File: src/design/cvlr_pkg.sv
// ----------------------------------------------------------------------------
// cvlr_pkg
// Shared widths, reset values, register indexes and beat types of the 3x3
// convolution accumulator with leaky ReLU and int8 requantisation.
// ----------------------------------------------------------------------------
`default_nettype none

package cvlr_pkg;

    // Default geometry, handed to the top level parameters.
    localparam int FILTERS_DEF   = 4;
    localparam int POSITIONS_DEF = 256;
    localparam int CHANNELS_DEF  = 3;

    // Fixed field widths of the beats.
    localparam int TAPS   = 9;
    localparam int PIX_W  = 8;
    localparam int BYTE_W = 8;
    localparam int FILT_W = 2;
    localparam int POS_W  = 8;
    localparam int CHAN_W = 2;

    // Arithmetic widths.
    localparam int PROD_W     = 16;
    localparam int DOT_W      = 20;
    localparam int SUM_W      = 16;
    localparam int LEAK_W     = 9;
    localparam int LEAK_SHIFT = 9;
    localparam int BIAS_W     = 16;
    localparam int MULT_W     = 16;
    localparam int REQ_SHIFT  = 16;

    // Configuration registers.
    localparam int WREG_W    = 64;
    localparam int WREGS     = 5;
    localparam int WFLAT_W   = WREG_W * WREGS;
    localparam int CFG_IDX_W = 4;

    localparam logic [LEAK_W-1:0]        LEAK_RST = 9'd51;
    localparam logic signed [BIAS_W-1:0] BIAS_RST = 16'sd14745;
    localparam logic [MULT_W-1:0]        MULT_RST = 16'd155;

    typedef enum logic [CFG_IDX_W-1:0] {
        REG_WEIGHTS_A    = 4'd0,
        REG_WEIGHTS_B    = 4'd1,
        REG_WEIGHTS_C    = 4'd2,
        REG_WEIGHTS_D    = 4'd3,
        REG_WEIGHTS_E    = 4'd4,
        REG_LEAK_MULT    = 4'd5,
        REG_REQUANT_BIAS = 4'd6,
        REG_REQUANT_MULT = 4'd7
    } reg_idx_t;

    // Input window beat.
    typedef struct packed {
        logic signed [PIX_W-1:0] pix_0;
        logic signed [PIX_W-1:0] pix_1;
        logic signed [PIX_W-1:0] pix_2;
        logic signed [PIX_W-1:0] pix_3;
        logic signed [PIX_W-1:0] pix_4;
        logic signed [PIX_W-1:0] pix_5;
        logic signed [PIX_W-1:0] pix_6;
        logic signed [PIX_W-1:0] pix_7;
        logic signed [PIX_W-1:0] pix_8;
        logic [FILT_W-1:0]       filter;
        logic [POS_W-1:0]        position;
        logic [CHAN_W-1:0]       channel;
    } win_t;

    // Result beat.
    typedef struct packed {
        logic [FILT_W-1:0] out_filter;
        logic [POS_W-1:0]  out_position;
        logic [BYTE_W-1:0] out_byte;
    } res_t;

    // Configuration write beat.
    typedef struct packed {
        logic [CFG_IDX_W-1:0] index;
        logic [WREG_W-1:0]    value;
    } cfg_t;

    // Control that travels down the pipeline with each item.
    typedef struct packed {
        logic              valid;
        logic              first;
        logic              last;
        logic [FILT_W-1:0] filt;
        logic [POS_W-1:0]  pos;
    } tag_t;

endpackage

`default_nettype wire

File: src/design/cvlr_mac.sv
// ----------------------------------------------------------------------------
// cvlr_mac
// Window capture, nine weight-by-pixel products and their sum, three stages.
// ----------------------------------------------------------------------------
`default_nettype none

module cvlr_mac (
    input  logic                                clk,
    input  logic                                rst_n,
    input  logic                                adv,
    input  cvlr_pkg::tag_t                      tag_i,
    input  cvlr_pkg::win_t                      win_i,
    input  logic [cvlr_pkg::WFLAT_W-1:0]        weights,
    output cvlr_pkg::tag_t                      tag_o,
    output logic signed [cvlr_pkg::DOT_W-1:0]   dot_o
);

    localparam int TAPS   = cvlr_pkg::TAPS;
    localparam int PIX_W  = cvlr_pkg::PIX_W;
    localparam int BYTE_W = cvlr_pkg::BYTE_W;
    localparam int PROD_W = cvlr_pkg::PROD_W;
    localparam int DOT_W  = cvlr_pkg::DOT_W;

    cvlr_pkg::tag_t tag1_reg, tag2_reg, tag3_reg;
    logic signed [PIX_W-1:0]  pix1_reg [TAPS];
    logic signed [PIX_W-1:0]  pix_in   [TAPS];
    logic signed [BYTE_W-1:0] wsel     [TAPS];
    logic signed [PROD_W-1:0] prod_next [TAPS];
    logic signed [PROD_W-1:0] prod2_reg [TAPS];
    logic signed [DOT_W-1:0]  dot_next;
    logic signed [DOT_W-1:0]  dot3_reg;

    // Window pixels in tap order, row by row.
    assign pix_in[0] = win_i.pix_0;
    assign pix_in[1] = win_i.pix_1;
    assign pix_in[2] = win_i.pix_2;
    assign pix_in[3] = win_i.pix_3;
    assign pix_in[4] = win_i.pix_4;
    assign pix_in[5] = win_i.pix_5;
    assign pix_in[6] = win_i.pix_6;
    assign pix_in[7] = win_i.pix_7;
    assign pix_in[8] = win_i.pix_8;

    // Control travels with the data; the whole pipeline holds on a stall.
    always_ff @(posedge clk or negedge rst_n)
    begin
        if (!rst_n)
        begin
            tag1_reg <= '0;
            tag2_reg <= '0;
            tag3_reg <= '0;
        end
        else if (adv)
        begin
            tag1_reg <= tag_i;
            tag2_reg <= tag1_reg;
            tag3_reg <= tag2_reg;
        end
    end

    // Weight bytes of the item's filter: flat index filter*9+tap.
    always_comb
    begin
        for (int t = 0; t < TAPS; t++)
        begin
            wsel[t]      = weights[(int'(tag1_reg.filt) * TAPS + t) * BYTE_W +: BYTE_W];
            prod_next[t] = wsel[t] * pix1_reg[t];
        end
    end

    // Sum of the nine registered products.
    always_comb
    begin
        dot_next = '0;
        for (int t = 0; t < TAPS; t++)
        begin
            dot_next = dot_next + DOT_W'(prod2_reg[t]);
        end
    end

    // Payload stages.
    always_ff @(posedge clk)
    begin
        if (adv)
        begin
            for (int t = 0; t < TAPS; t++)
            begin
                pix1_reg[t]  <= pix_in[t];
                prod2_reg[t] <= prod_next[t];
            end
            dot3_reg <= dot_next;
        end
    end

    assign tag_o = tag3_reg;
    assign dot_o = dot3_reg;

endmodule

`default_nettype wire

File: config.mk
export PLATFORM = sky130hd
export DESIGN_NAME = cvlr_mac
export DESIGN_NICKNAME = d
export VERILOG_FILES = /design/src/design/cvlr_pkg.sv /design/src/design/cvlr_mac.sv
export SDC_FILE = /design/constraint.sdc
export NUM_CORES = 2
export LEC_CHECK = 0
export BUFFER_PORTS_ARGS = -buffer_cell sky130_fd_sc_hd__clkbuf_2
export CORE_ASPECT_RATIO = 1.2
export CORE_MARGIN = 2
export CORE_UTILIZATION = 56
export DETAILED_ROUTE_END_ITERATION = 16
export PLACE_DENSITY_LB_ADDON = 0.12
export SLEW_MARGIN = 20
export SYNTH_ARGS = -nofsm -noshare
export SYNTH_HDL_FRONTEND = slang
export SYNTH_SLANG_ARGS = --single-unit
export TNS_END_PERCENT = 50
File: constraint.sdc
create_clock -name clk -period 6.7 [get_ports clk]
set_input_delay 1.005 -clock clk [delete_from_list [all_inputs] [get_ports clk]]
set_output_delay 1.005 -clock clk [all_outputs]
set_load 0.02 [all_outputs]
==> flow_metrics.tcl <==
set metrics [dict create \
    dieArea_sq_mm 0.0776 \
    crit_arrival_ns 6.83 \
    hold_ws_ns 0.502 \
    tritoncts "built" \
    clock_skew_ns 0.0404 \
    fin_crit_ns 6.50 \
    cts_root_buf "clkbuf_16" \
    path_buf_inv 5 \
    io_pins 453 \
    setup_viol 0 \
    achievable-frequency_mhz 154 \
    dp_hpwl_mm 103 \
    port_buffers 424 \
    async_flop_share_pct 14.2 \
    fin_area_sq_mm 0.0476 \
    synth.largest_area_cell "fa_1" \
    gp_congestion 0.961 \
    synthTopCellsByCount "inv_1 (791), fa_1 (610), and2_1 (312), ha_1 (286), edfxtp_1 (236)" \
    via_per_inst 5.64 \
    synth_area_sq_mm 0.0422 \
    critPathSlowestCell "mux4_2" \
    h-tree-depth 2 \
    end_kind "register" \
    ys_types 75 \
    synth_top_area_share_pct 28.9 \
    die_w_um 255 \
    crit_family "adder cells" \
    synth-edff-count 236 \
    drt_iter0_markers 1972 \
    largest_reg_flops 144 \
    rr_startpoint "tag1_reg[8]$_DFFE_PN0P_" \
    cp.depth 21 \
    first_pass_iters 5 \
    nNetsFinal 5619 \
    vias 30174 \
    cp-start-kind "register" \
    clk_latency_ns 0.59 \
    hold_path_class "reg -> reg" \
    yosysMostFrequentCell "inv_1" \
    tightest_slew_ns 1.10 \
    clock-sinks 275 \
    ys_ff_latch 275 \
    grt_pass1_wl_mm 185 \
    n_fill_cell 6172 \
    cts_buffers 37 \
    critPathKind "reg -> reg" \
    grt_max_degree 190 \
    crit_start "tag1_reg[8]$_DFFE_PN0P_" \
    grt.total_usage_pct 31.8 \
    rsz0062_at_grt "true" \
    post-route-period-util_pct 97.1 \
    wire_per_inst_um 22.5 \
    setup_tns_ns 0 \
    rr_endpoint "prod2_reg[0][31]$_DFFE_PP_" \
    seq_area_sq_mm 0.00807 \
    cp_data_required_time_ns 7.03 \
    maxSlewViolCount 0 \
    syn_avg_cell_area_sq_um 11.1 \
    die_height_um 305 \
    cp_max_fo 8 \
    drc_errors 0 \
    place_area_sq_mm 0.0461 \
    antenna_left 0 \
    clk_pin_slew_ns 0.06 \
    cp_common_cell "fa_1" \
    core_sq_mm 0.0749 \
    r2r_cells 21 \
    gr-total-overflow 0 \
    layout-drive-gt1-share_pct 22.1 \
    start_util_pct 56.4 \
    synth_fp_nets 5134 \
    syn2layout_area_growth_pct 12.8 \
    multiInputGateArea_sq_mm 0.0307 \
    seq_area_frac_synth_pct 19.1 \
    wirelength_mm 120 \
    ys_top_cells_by_area "fa_1 (29%), edfxtp_1 (17%), mux4_2 (11%), ha_1 (8.5%), inv_1 (7.0%)" \
    outcome "finished, final reports clean" \
    grt_pass1_vias 31798 \
    syn_inst 3818 \
    synthFlopType "edfxtp_1" \
    clockBufferDepth 3 \
    critical_path.endpoint "prod2_reg[0][31]$_DFFE_PP_" \
    hold_viol 0 \
    ctsHoldBuffers 0 \
    maxCapViolCount 0 \
    num_rows 110 \
    grt_antenna_before_repair 17 \
    yosysWarnings 0 \
    crit_chain "inv_6 -> ha_4 -> buf_12 -> buf_4 -> mux4_2 -> mux4_2 -> mux2i_4 -> nor2b_1 -> fa_1 -> fa_1 -> fa_1 -> inv_1 -> fa_1 -> inv_1 -> ha_1 -> o21a_1 -> o21a_1 -> a2111oi_4 -> o31ai_1 -> a21oi_1 -> xnor2_1" \
    slew_headroom_pct 26.5 \
    max_stage_delay_ns 0.54 \
    regToRegSetupSlack_ns 0.20 \
]
==> logic make-up (layout without fill, tap and decap cells) <==
| logic type | after synthesis | in the layout | share of synthesized area, % |
|---|---|---|---|
| other | 0 | 12 | 0 |
| xor gates and xnor gates | 147 | 147 | 3.05 |
| buffers and inverters | 888 | 1400 | 8.48 |
| muxes | 380 | 380 | 15.4 |
| DFF | 275 | 275 | 19.1 |
| adders and majority gates | 896 | 896 | 37.4 |
| and+or+nand+nor | 930 | 930 | 11.6 |
| AOI/OAI and AO/OA | 302 | 302 | 4.87 |
==> layer usage <==
layer / wire length, um / GRT usage, %
met1: 45100 / 39.1
met4: 6450 / 14.1
met5: 13 / 0
met3: 7520 / 5.00
met2: 61100 / 55.0
==> what timing repair did <==
action / CTS / global route
resized for setup: 0 / 24
setup endpoints to repair: 0 / 18
buffers inserted: 0 / 7
==> stage by stage <==
step | cells | worst slack, ns | utilization, %
2_1_floorplan | 3818 | 0.00227 | -
3_3_place_gp | 5262 | 0.106 | 61.6
3_5_place_dp | 5262 | 0.0307 | 61.6
4_1_cts | 5328 | 0.0102 | 63.2
5_1_grt | 5349 | -0.0469 | 63.6
6_report | 5350 | 0.196 | 63.6
==> placed cells by master, fill, tap and decap left out, drive strengths merged, types with 17 or more instances in the layout <==
master  count
nor2b     105
nor2      138
mux4      204
nor3       39
edfxtp    236
nand2     210
xnor2     119
mux2       92
o21ai      51
a21oi      83
fa        610
ha        286
or2        21
and2      312
nand2b     45
xor2       28
inv       800
buf       112
mux2i      84
dfrtp      39
clkinv     17
o21a       21
clkbuf    466
==> layout make-up <==
type,instances,share of cell area [%]
multi-input cells,2655,64.6
flip-flops and latches,275,17.0
repair buffers,538,6.95
inverters,796,6.30
well taps,1008,2.65
clock buffers,40,2.03
clock inverters,26,0.450
diodes,12,0.0631
==> worst min path at each step <==
stage	to	startpoint	cells past startpoint	slack, ns
floorplan	tag1_reg[1]$_DFFE_PN0P_	tag1_reg[1]$_DFFE_PN0P_	1	0.47
global placement	tag2_reg[4]$_DFFE_PN0P_	tag2_reg[4]$_DFFE_PN0P_	1	0.48
detailed placement	tag2_reg[3]$_DFFE_PN0P_	tag1_reg[3]$_DFFE_PN0P_	1	0.49
CTS	tag2_reg[7]$_DFFE_PN0P_	tag2_reg[7]$_DFFE_PN0P_	1	0.50
global route	tag2_reg[5]$_DFFE_PN0P_	tag1_reg[5]$_DFFE_PN0P_	1	0.52
finish	tag2_reg[4]$_DFFE_PN0P_	tag1_reg[4]$_DFFE_PN0P_	1	0.50
Power is left out: the tool's default activity adds up to more than one toggle a clock period on the data nets, which glitch-free logic cannot reach.
