## src/design/cvlr_pkg.sv

```systemverilog
// ----------------------------------------------------------------------------
// cvlr_pkg
// Shared widths, reset values, register indexes and beat types of the 3x3
// convolution accumulator with leaky ReLU and int8 requantisation.
// ----------------------------------------------------------------------------
`default_nettype none

package cvlr_pkg;

    // Default geometry, handed to the top level parameters.
    localparam int FILTERS_DEF   = 4;
    localparam int POSITIONS_DEF = 256;
    localparam int CHANNELS_DEF  = 3;

    // Fixed field widths of the beats.
    localparam int TAPS   = 9;
    localparam int PIX_W  = 8;
    localparam int BYTE_W = 8;
    localparam int FILT_W = 2;
    localparam int POS_W  = 8;
    localparam int CHAN_W = 2;

    // Arithmetic widths.
    localparam int PROD_W     = 16;
    localparam int DOT_W      = 20;
    localparam int SUM_W      = 16;
    localparam int LEAK_W     = 9;
    localparam int LEAK_SHIFT = 9;
    localparam int BIAS_W     = 16;
    localparam int MULT_W     = 16;
    localparam int REQ_SHIFT  = 16;

    // Configuration registers.
    localparam int WREG_W    = 64;
    localparam int WREGS     = 5;
    localparam int WFLAT_W   = WREG_W * WREGS;
    localparam int CFG_IDX_W = 4;

    localparam logic [LEAK_W-1:0]        LEAK_RST = 9'd51;
    localparam logic signed [BIAS_W-1:0] BIAS_RST = 16'sd14745;
    localparam logic [MULT_W-1:0]        MULT_RST = 16'd155;

    typedef enum logic [CFG_IDX_W-1:0] {
        REG_WEIGHTS_A    = 4'd0,
        REG_WEIGHTS_B    = 4'd1,
        REG_WEIGHTS_C    = 4'd2,
        REG_WEIGHTS_D    = 4'd3,
        REG_WEIGHTS_E    = 4'd4,
        REG_LEAK_MULT    = 4'd5,
        REG_REQUANT_BIAS = 4'd6,
        REG_REQUANT_MULT = 4'd7
    } reg_idx_t;

    // Input window beat.
    typedef struct packed {
        logic signed [PIX_W-1:0] pix_0;
        logic signed [PIX_W-1:0] pix_1;
        logic signed [PIX_W-1:0] pix_2;
        logic signed [PIX_W-1:0] pix_3;
        logic signed [PIX_W-1:0] pix_4;
        logic signed [PIX_W-1:0] pix_5;
        logic signed [PIX_W-1:0] pix_6;
        logic signed [PIX_W-1:0] pix_7;
        logic signed [PIX_W-1:0] pix_8;
        logic [FILT_W-1:0]       filter;
        logic [POS_W-1:0]        position;
        logic [CHAN_W-1:0]       channel;
    } win_t;

    // Result beat.
    typedef struct packed {
        logic [FILT_W-1:0] out_filter;
        logic [POS_W-1:0]  out_position;
        logic [BYTE_W-1:0] out_byte;
    } res_t;

    // Configuration write beat.
    typedef struct packed {
        logic [CFG_IDX_W-1:0] index;
        logic [WREG_W-1:0]    value;
    } cfg_t;

    // Control that travels down the pipeline with each item.
    typedef struct packed {
        logic              valid;
        logic              first;
        logic              last;
        logic [FILT_W-1:0] filt;
        logic [POS_W-1:0]  pos;
    } tag_t;

endpackage

`default_nettype wire

```

## src/design/cvlr_act.sv

```systemverilog
// ----------------------------------------------------------------------------
// cvlr_act
// Leaky ReLU, requantisation multiply and the result output register.
// ----------------------------------------------------------------------------
`default_nettype none

module cvlr_act (
    input  logic                                clk,
    input  logic                                rst_n,
    input  logic                                adv,
    input  cvlr_pkg::tag_t                      tag4,
    input  logic signed [cvlr_pkg::SUM_W-1:0]   sum4,
    input  logic [cvlr_pkg::LEAK_W-1:0]         leak,
    input  logic signed [cvlr_pkg::BIAS_W-1:0]  bias,
    input  logic [cvlr_pkg::MULT_W-1:0]         mult,
    output logic                                res_valid,
    output cvlr_pkg::res_t                      res_data
);

    localparam int SUM_W  = cvlr_pkg::SUM_W;
    localparam int LEAK_W = cvlr_pkg::LEAK_W;
    localparam int BYTE_W = cvlr_pkg::BYTE_W;
    localparam int LKP_W  = SUM_W + LEAK_W + 1;
    localparam int DIFF_W = SUM_W + 1;
    localparam int REQ_W  = DIFF_W + cvlr_pkg::MULT_W + 1;

    cvlr_pkg::tag_t          tag5_reg, tag6_reg;
    logic signed [LKP_W-1:0] lk_prod;
    logic signed [SUM_W-1:0] leaky_next, leaky5_reg;
    logic signed [DIFF_W-1:0] diff;
    logic signed [REQ_W-1:0] req_next, req6_reg;
    logic                    out_valid_reg;
    cvlr_pkg::res_t          out_reg;

    // Negative sums are scaled by the slope and shifted; the result always
    // lies within 16 bits, so no clamp follows it.
    always_comb
    begin
        lk_prod = LKP_W'(sum4) * LKP_W'($signed({1'b0, leak}));
        if (sum4[SUM_W-1])
        begin
            leaky_next = SUM_W'(lk_prod >>> cvlr_pkg::LEAK_SHIFT);
        end
        else
        begin
            leaky_next = sum4;
        end
    end

    // Offset removal and requantisation product.
    always_comb
    begin
        diff     = DIFF_W'(leaky5_reg) - DIFF_W'(bias);
        req_next = REQ_W'(diff) * REQ_W'($signed({1'b0, mult}));
    end

    always_ff @(posedge clk)
    begin
        if (adv)
        begin
            leaky5_reg           <= leaky_next;
            req6_reg             <= req_next;
            out_reg.out_filter   <= tag6_reg.filt;
            out_reg.out_position <= tag6_reg.pos;
            out_reg.out_byte     <= req6_reg[cvlr_pkg::REQ_SHIFT +: BYTE_W];
        end
    end

    // Only the last channel of a pixel gives a result beat.
    always_ff @(posedge clk or negedge rst_n)
    begin
        if (!rst_n)
        begin
            tag5_reg      <= '0;
            tag6_reg      <= '0;
            out_valid_reg <= 1'b0;
        end
        else if (adv)
        begin
            tag5_reg      <= tag4;
            tag6_reg      <= tag5_reg;
            out_valid_reg <= tag6_reg.valid && tag6_reg.last;
        end
    end

    assign res_valid = out_valid_reg;
    assign res_data  = out_reg;

    // A stall freezes the activation stages.
    a_act_hold: assert property (@(posedge clk) disable iff (!rst_n)
        !adv |=> ($stable(tag5_reg) && $stable(tag6_reg) && $stable(req6_reg)))
        else $error("activation stages moved during a stall");

endmodule

`default_nettype wire

```

## config.mk

```make
export PLATFORM = sky130hd
export DESIGN_NAME = cvlr_act
export DESIGN_NICKNAME = d
export VERILOG_FILES = /design/src/design/cvlr_pkg.sv /design/src/design/cvlr_act.sv
export SDC_FILE = /design/constraint.sdc
export NUM_CORES = 1
export LEC_CHECK = 0
export ABC_AREA = 1
export BUFFER_PORTS_ARGS = -buffer_cell sky130_fd_sc_hd__buf_4
export CAP_MARGIN = 25
export CORE_ASPECT_RATIO = 0.75
export CORE_UTILIZATION = 44
export DETAILED_ROUTE_END_ITERATION = 6
export PLACE_DENSITY = 0.57
export SYNTH_ARGS = -nofsm -noshare
export SYNTH_HDL_FRONTEND = slang
export SYNTH_SLANG_ARGS = --single-unit
export TNS_END_PERCENT = 1
```

## constraint.sdc

```tcl
create_clock -name clk -period 16 [get_ports clk]
set_input_delay 0.8 -clock clk [delete_from_list [all_inputs] [get_ports clk]]
set_output_delay 0.8 -clock clk [all_outputs]
set_load 0.1 [all_outputs]
```

==> qor.yml, run 1 <==
ant_nets: 0
dr_total_vias: 12760
wire_per_inst_um: 15.85
final_nets: 2650
hold_viol: 0
grt_usage_pct: 24.07
rsz0062_at_grt: "no"
finalWeightedCongestion: 0.9469
crit_fanout: 11
cts_tree: "yes"
critPathRequiredTime_ns: 16.12
clkTransAtPathRegs_ns: 0.07
syn_avg_cell_area_um2: 7.766
synth_ff_type: "edfxtp_1"
synth_edf_count: 42
cts_setup_buffers: 0
num_rows: 60
drive_gt1_share_pct: 6.716
antenna_cells: 0
synthAdderAreaFrac_pct: 47.80
ctsLongestPathBuffers: 2
dr.pass1.iters: 7
dieArea_um2: 37760
fp.dieH_um: 168.5
totalWireLength_mm: 41.86
crit_arrival_ns: 8.12
endpoint_kind: "flop"
synth_commonest_cells: "inv_1, nand2_1, fa_1"
outcome: "complete, no violations"
synth.most_common_cell: "inv_1"
muxShareOfSynthArea_pct: 0
yosys.area_share.simple_pct: 18.63
clock_latency_ns: 0.36
whs_ns: 0.3309
syn-cell-area_um2: 16270
numPortBuffers: 90
synth-seq-area-share_pct: 11.60
syn_inst: 2095
cp-start-kind: "primary input"
clockRootBuffer: "clkbuf_16"
min_path_type: "primary input to asynchronous set/reset pin"
cts_sinks: 67
largest_reg_flops: 18
synth_xor_xnor_area_share_pct: 1.830
hpwl_mm: 34.96
ctsResizeCount: 0
cp_num_buf_inv: 7
initial_utilization_pct: 45.06
syn_to_final_growth_pct: 8.651
grt.overflow.total: 0
synth_fp_nets: 2606
relSlewSlack_pct: 45.96
grt_max_degree: 79
routed_via_density: 4.834
ios: 92
drv_cap: 0
final.period_utilization_pct: 49.95
cts_hold_repair.buffers: 0
fmax_mhz: 125.1
synth_top_family_by_area: "adder cells"
synth_top_area_cell: "fa_1"
yosysUniqueCellTypes: 41
max_stage_delay_ns: 0.54
worst-setup-path-type: "primary input to flop"
crit_top_cell: "fa_1"
core_area_um2: 36110
cts_buffers: 9
fin_tns_setup_ns: 0
fp.dieW_um: 224.0
worst_slack_ns: 8.008
drt_iter0_markers: 965
crit_slowest_cell: "fa_1"
place_ws_ns: 7.683
synthArstFlopShare_pct: 37.31
layout_min_cycle_time_ns: 7.992
synth_top_area_share_pct: 37.65
synth-compound-area-share_pct: 4.322
antenna_found_initial: 0
ctsHtreeMaxLevel: 3
drc: 0
ys_warn_count: 0
grt_pass1_vias: 13290
drv_slew: 0
ys_ff_latch: 67
synth_area_leaders: "fa_1, inv_1, nand2_1, ha_1, edfxtp_1"
crit_family: "adder cells"
finClkSkew_ns: 0.01293
worstMarginPinSlew_ns: 0.8106
grt_pass1_wl_mm: 70.35
setup_viol: 0
[layer usage]
metal / routed length [µm] / GRT usage [%] / up-vias
met5: 0 / 0 / -
met4: 605 / 4.348 / 0
met3: 3334 / 5.381 / 38
met2: 17200 / 35.54 / 369
met1: 20720 / 36.30 / 6221
li1: - / - / 6133
[metrics by stage]
stage / area (µm²) / cells / util, %
global route: 17680 / 2640 / 48.96
detailed placement: 17370 / 2624 / 48.11
CTS: 17680 / 2640 / 48.96
finish: 17680 / 2640 / 48.96
global placement: 17370 / 2624 / 48.11
floorplan: 16270 / 2095 / -
[area by class of cell]
class	instances	area [µm²]
Clock buffer	9	225.2
Timing Repair Buffer	96	720.7
Fill cell	3633	18430
Clock inverter	7	81.33
Sequential cell	67	1887
Inverter	621	2333
Multi-Input combinational cell	1344	11810
Tap cell	496	620.6
[path summary, 6_finish.rpt]
check                                    from      endpoint  slack (ns)  depth (start not counted)
worst max-delay path                  bias[0]  req6_reg[23]        8.01                         29
worst min-delay path                    rst_n   tag6_reg[9]        0.33                          1
worst max register to register  leaky5_reg[0]  req6_reg[23]        8.12                         29
worst min register to register   req6_reg[21]   res_data[5]        0.42                          0
max in group asynchronous               rst_n   tag6_reg[3]       15.41                          1
min in group clk                 req6_reg[21]   res_data[5]        0.42                          0
[placed cells by master (no fill, tap or decap), types with 25 or more instances in the layout]
master / netlist / layout
dfrtp_1: 25 / 25
a21oi_1: 61 / 61
inv_1: 615 / 615
fa_1: 306 / 306
edfxtp_1: 42 / 42
ha_1: 132 / 132
nor2_1: 152 / 152
buf_4: 0 / 96
nand3_1: 59 / 59
o21ai_0: 41 / 41
nand2_1: 483 / 483
[logic make-up after synthesis]
kind of cell	after synthesis
adders and majority gates	438
buffers and inverters	684
xor gates and xnor gates	34
AOI/OAI and AO/OA	127
DFF	67
and+or+nand+nor	745
Power of run 1 is left out: the tool's default activity adds up to more than one toggle a clock period on the data nets, which glitch-free logic cannot reach.
==> inputs of run 2 (changes only) <==
==> constraint.sdc (replaced) <==
create_clock -name clk -period 8.1 [get_ports clk]
set_input_delay 0.405 -clock clk [delete_from_list [all_inputs] [get_ports clk]]
set_output_delay 0.405 -clock clk [all_outputs]
set_load 0.1 [all_outputs]
==> qor.yml, run 2 (same netlist as run 1, synthesis figures left out) <==
finClkSkew_ns: 0.01712  # +0.004190 ns
num_rows: 60  # unchanged
initial_utilization_pct: 45.06  # unchanged
rsz0062_at_grt: "no"
totalWireLength_mm: 42.06  # +0.49%
largest_reg_flops: 18  # unchanged
drv_cap: 0  # unchanged
clkTransAtPathRegs_ns: 0.07  # about the same
setup_viol: 0  # unchanged
grt.overflow.total: 0  # unchanged
ctsHtreeMaxLevel: 3  # unchanged
wire_per_inst_um: 15.88  # +0.18%
hold_viol: 0  # unchanged
min_path_type: "primary input to flop"
ant_nets: 0  # unchanged
min_to: "tag5_reg[4]"
grt_pass1_wl_mm: 70.70  # +0.50%
finalWeightedCongestion: 0.9013  # -4.8%
drt_iter0_markers: 817  # -15%
ctsLongestPathBuffers: 2  # unchanged
final_common_cell: "inv_1"
dr.pass1.iters: 5  # -2
cts_tree: "yes"
core_area_um2: 36110  # unchanged
dr_total_vias: 12790  # +0.25%
top_layer_used: "met4"
numPortBuffers: 90  # unchanged
dieArea_um2: 37760  # unchanged
utilization_pct: 49.10  # +0.15 points
relSlewSlack_pct: 44.10  # -1.9 points
drc: 0  # unchanged
syn_to_final_growth_pct: 8.974
hpwl_mm: 34.92  # -0.12%
design_area_um2: 17730  # +0.30%
fp.dieW_um: 224.0  # unchanged
m1WireLength_mm: 20.96  # +1.2%
cp-start-kind: "flop"
final_nets: 2658  # +0.30%
drv_slew: 0  # unchanged
max_stage_delay_ns: 0.61  # +0.07 ns
cts_buffers: 9  # unchanged
critPathRequiredTime_ns: 8.21  # -7.91 ns
route.met3.wl_mm: 3.438  # +3.1%
drive_gt1_share_pct: 7.110  # +0.39 points
endpoint_kind: "flop"
grt_pass1_vias: 13490  # +1.5%
worstMarginPinSlew_ns: 0.8384  # +0.02786 ns
placedCellCount: 2631  # +0.27%
met2_length_mm: 16.94  # -1.5%
fmax_mhz: 130.8
r2r-end: "req6_reg[23]"
fin_tns_setup_ns: 0  # unchanged
crit_slowest_cell: "fa_1"
antenna_found_initial: 0  # unchanged
reg2reg_slack_ns: 0.45  # -7.67 ns
cts_sinks: 67  # unchanged
clock_latency_ns: 0.36  # about the same
layout_min_cycle_time_ns: 7.646
grt_max_degree: 79  # unchanged
worst-setup-path-type: "flop to flop"
final_cell_mix: "inv_1, nand2_1, fa_1"
antenna_cells: 0  # unchanged
ios: 92  # unchanged
routed_via_density: 4.831  # about the same
clockRootBuffer: "clkbuf_16"
dpl_cell_area_um2: 17420  # +0.30%
grt_usage_pct: 24.15  # +0.081 points
crit_fanout: 7  # -4
final_cells: 2648  # +0.30%
rr_worst_depth: 33  # +14%
fp.dieH_um: 168.5  # unchanged
final.period_utilization_pct: 94.40
r2r-start: "leaky5_reg[0]"
crit_top_cell: "inv_1"
crit_arrival_ns: 7.75  # -0.37 ns
outcome: "complete, no violations"
min-delay-start: "tag4[4]"
hold_depth: 3
run 2: per-layer routing:
layer / GRT usage, % / vias up
met2: 34.94 / 404
met4: 5.122 / 0
met1: 36.75 / 6199
met5: 0 / -
met3: 5.381 / 41
li1: - / 6149
run 2: worst max-delay path by stage:
stage	startpoint	endpoint	slack (ns)	depth (start not counted)
2_1_floorplan	bias[0]	req6_reg[23]	1.40	32
3_3_place_gp	bias[0]	req6_reg[23]	0.48	32
3_5_place_dp	bias[0]	req6_reg[23]	0.32	31
4_1_cts	leaky5_reg[0]	req6_reg[23]	0.37	31
5_1_grt	leaky5_reg[0]	req6_reg[23]	0.03	33
6_report	leaky5_reg[0]	req6_reg[23]	0.45	33
run 2: cell type report:
cell class / instances / area [µm²]
Fill cell: 3621 / 18380
Inverter: 621 / 2333
Sequential cell: 67 / 1887
Tap cell: 496 / 620.6
Multi-Input combinational cell: 1344 / 11820
Timing Repair Buffer: 104 / 783.3
Clock inverter: 7 / 63.81
Clock buffer: 9 / 225.2
run 2: repair_timing:
| item | in CTS | in global routing |
|---|---|---|
| endpoints found under the setup margin | 0 | 1 |
| hold buffers | 1 | 0 |
| buffers inserted | 0 | 0 |
| gates resized for setup | 0 | 2 |
| hold endpoints to repair | 25 | 0 |
run 2: through the flow:
| stage | setup WS (ns) | hold WS (ns) |
|---|---|---|
| final | 0.4536 | 0.2546 |
| after global routing | 0.03210 | 0.2674 |
| after CTS | 0.3672 | 0.2434 |
| after detailed placement | 0.3155 | 0.3256 |
| after global placement | 0.4805 | 0.3234 |
| after floorplan | 1.400 | 0.1094 |
run 2: worst max-delay path: cells and delay by family (launching register included):
| kind | cells | cell delay, ns |
|---|---|---|
| fa+ha+maj | 9 | 4.00 |
| simple gates | 13 | 1.55 |
| compound gates | 3 | 0.86 |
| buf+inv | 8 | 0.67 |
| flops | 1 | 0.36 |
Power of run 2 is left out for the same reason.
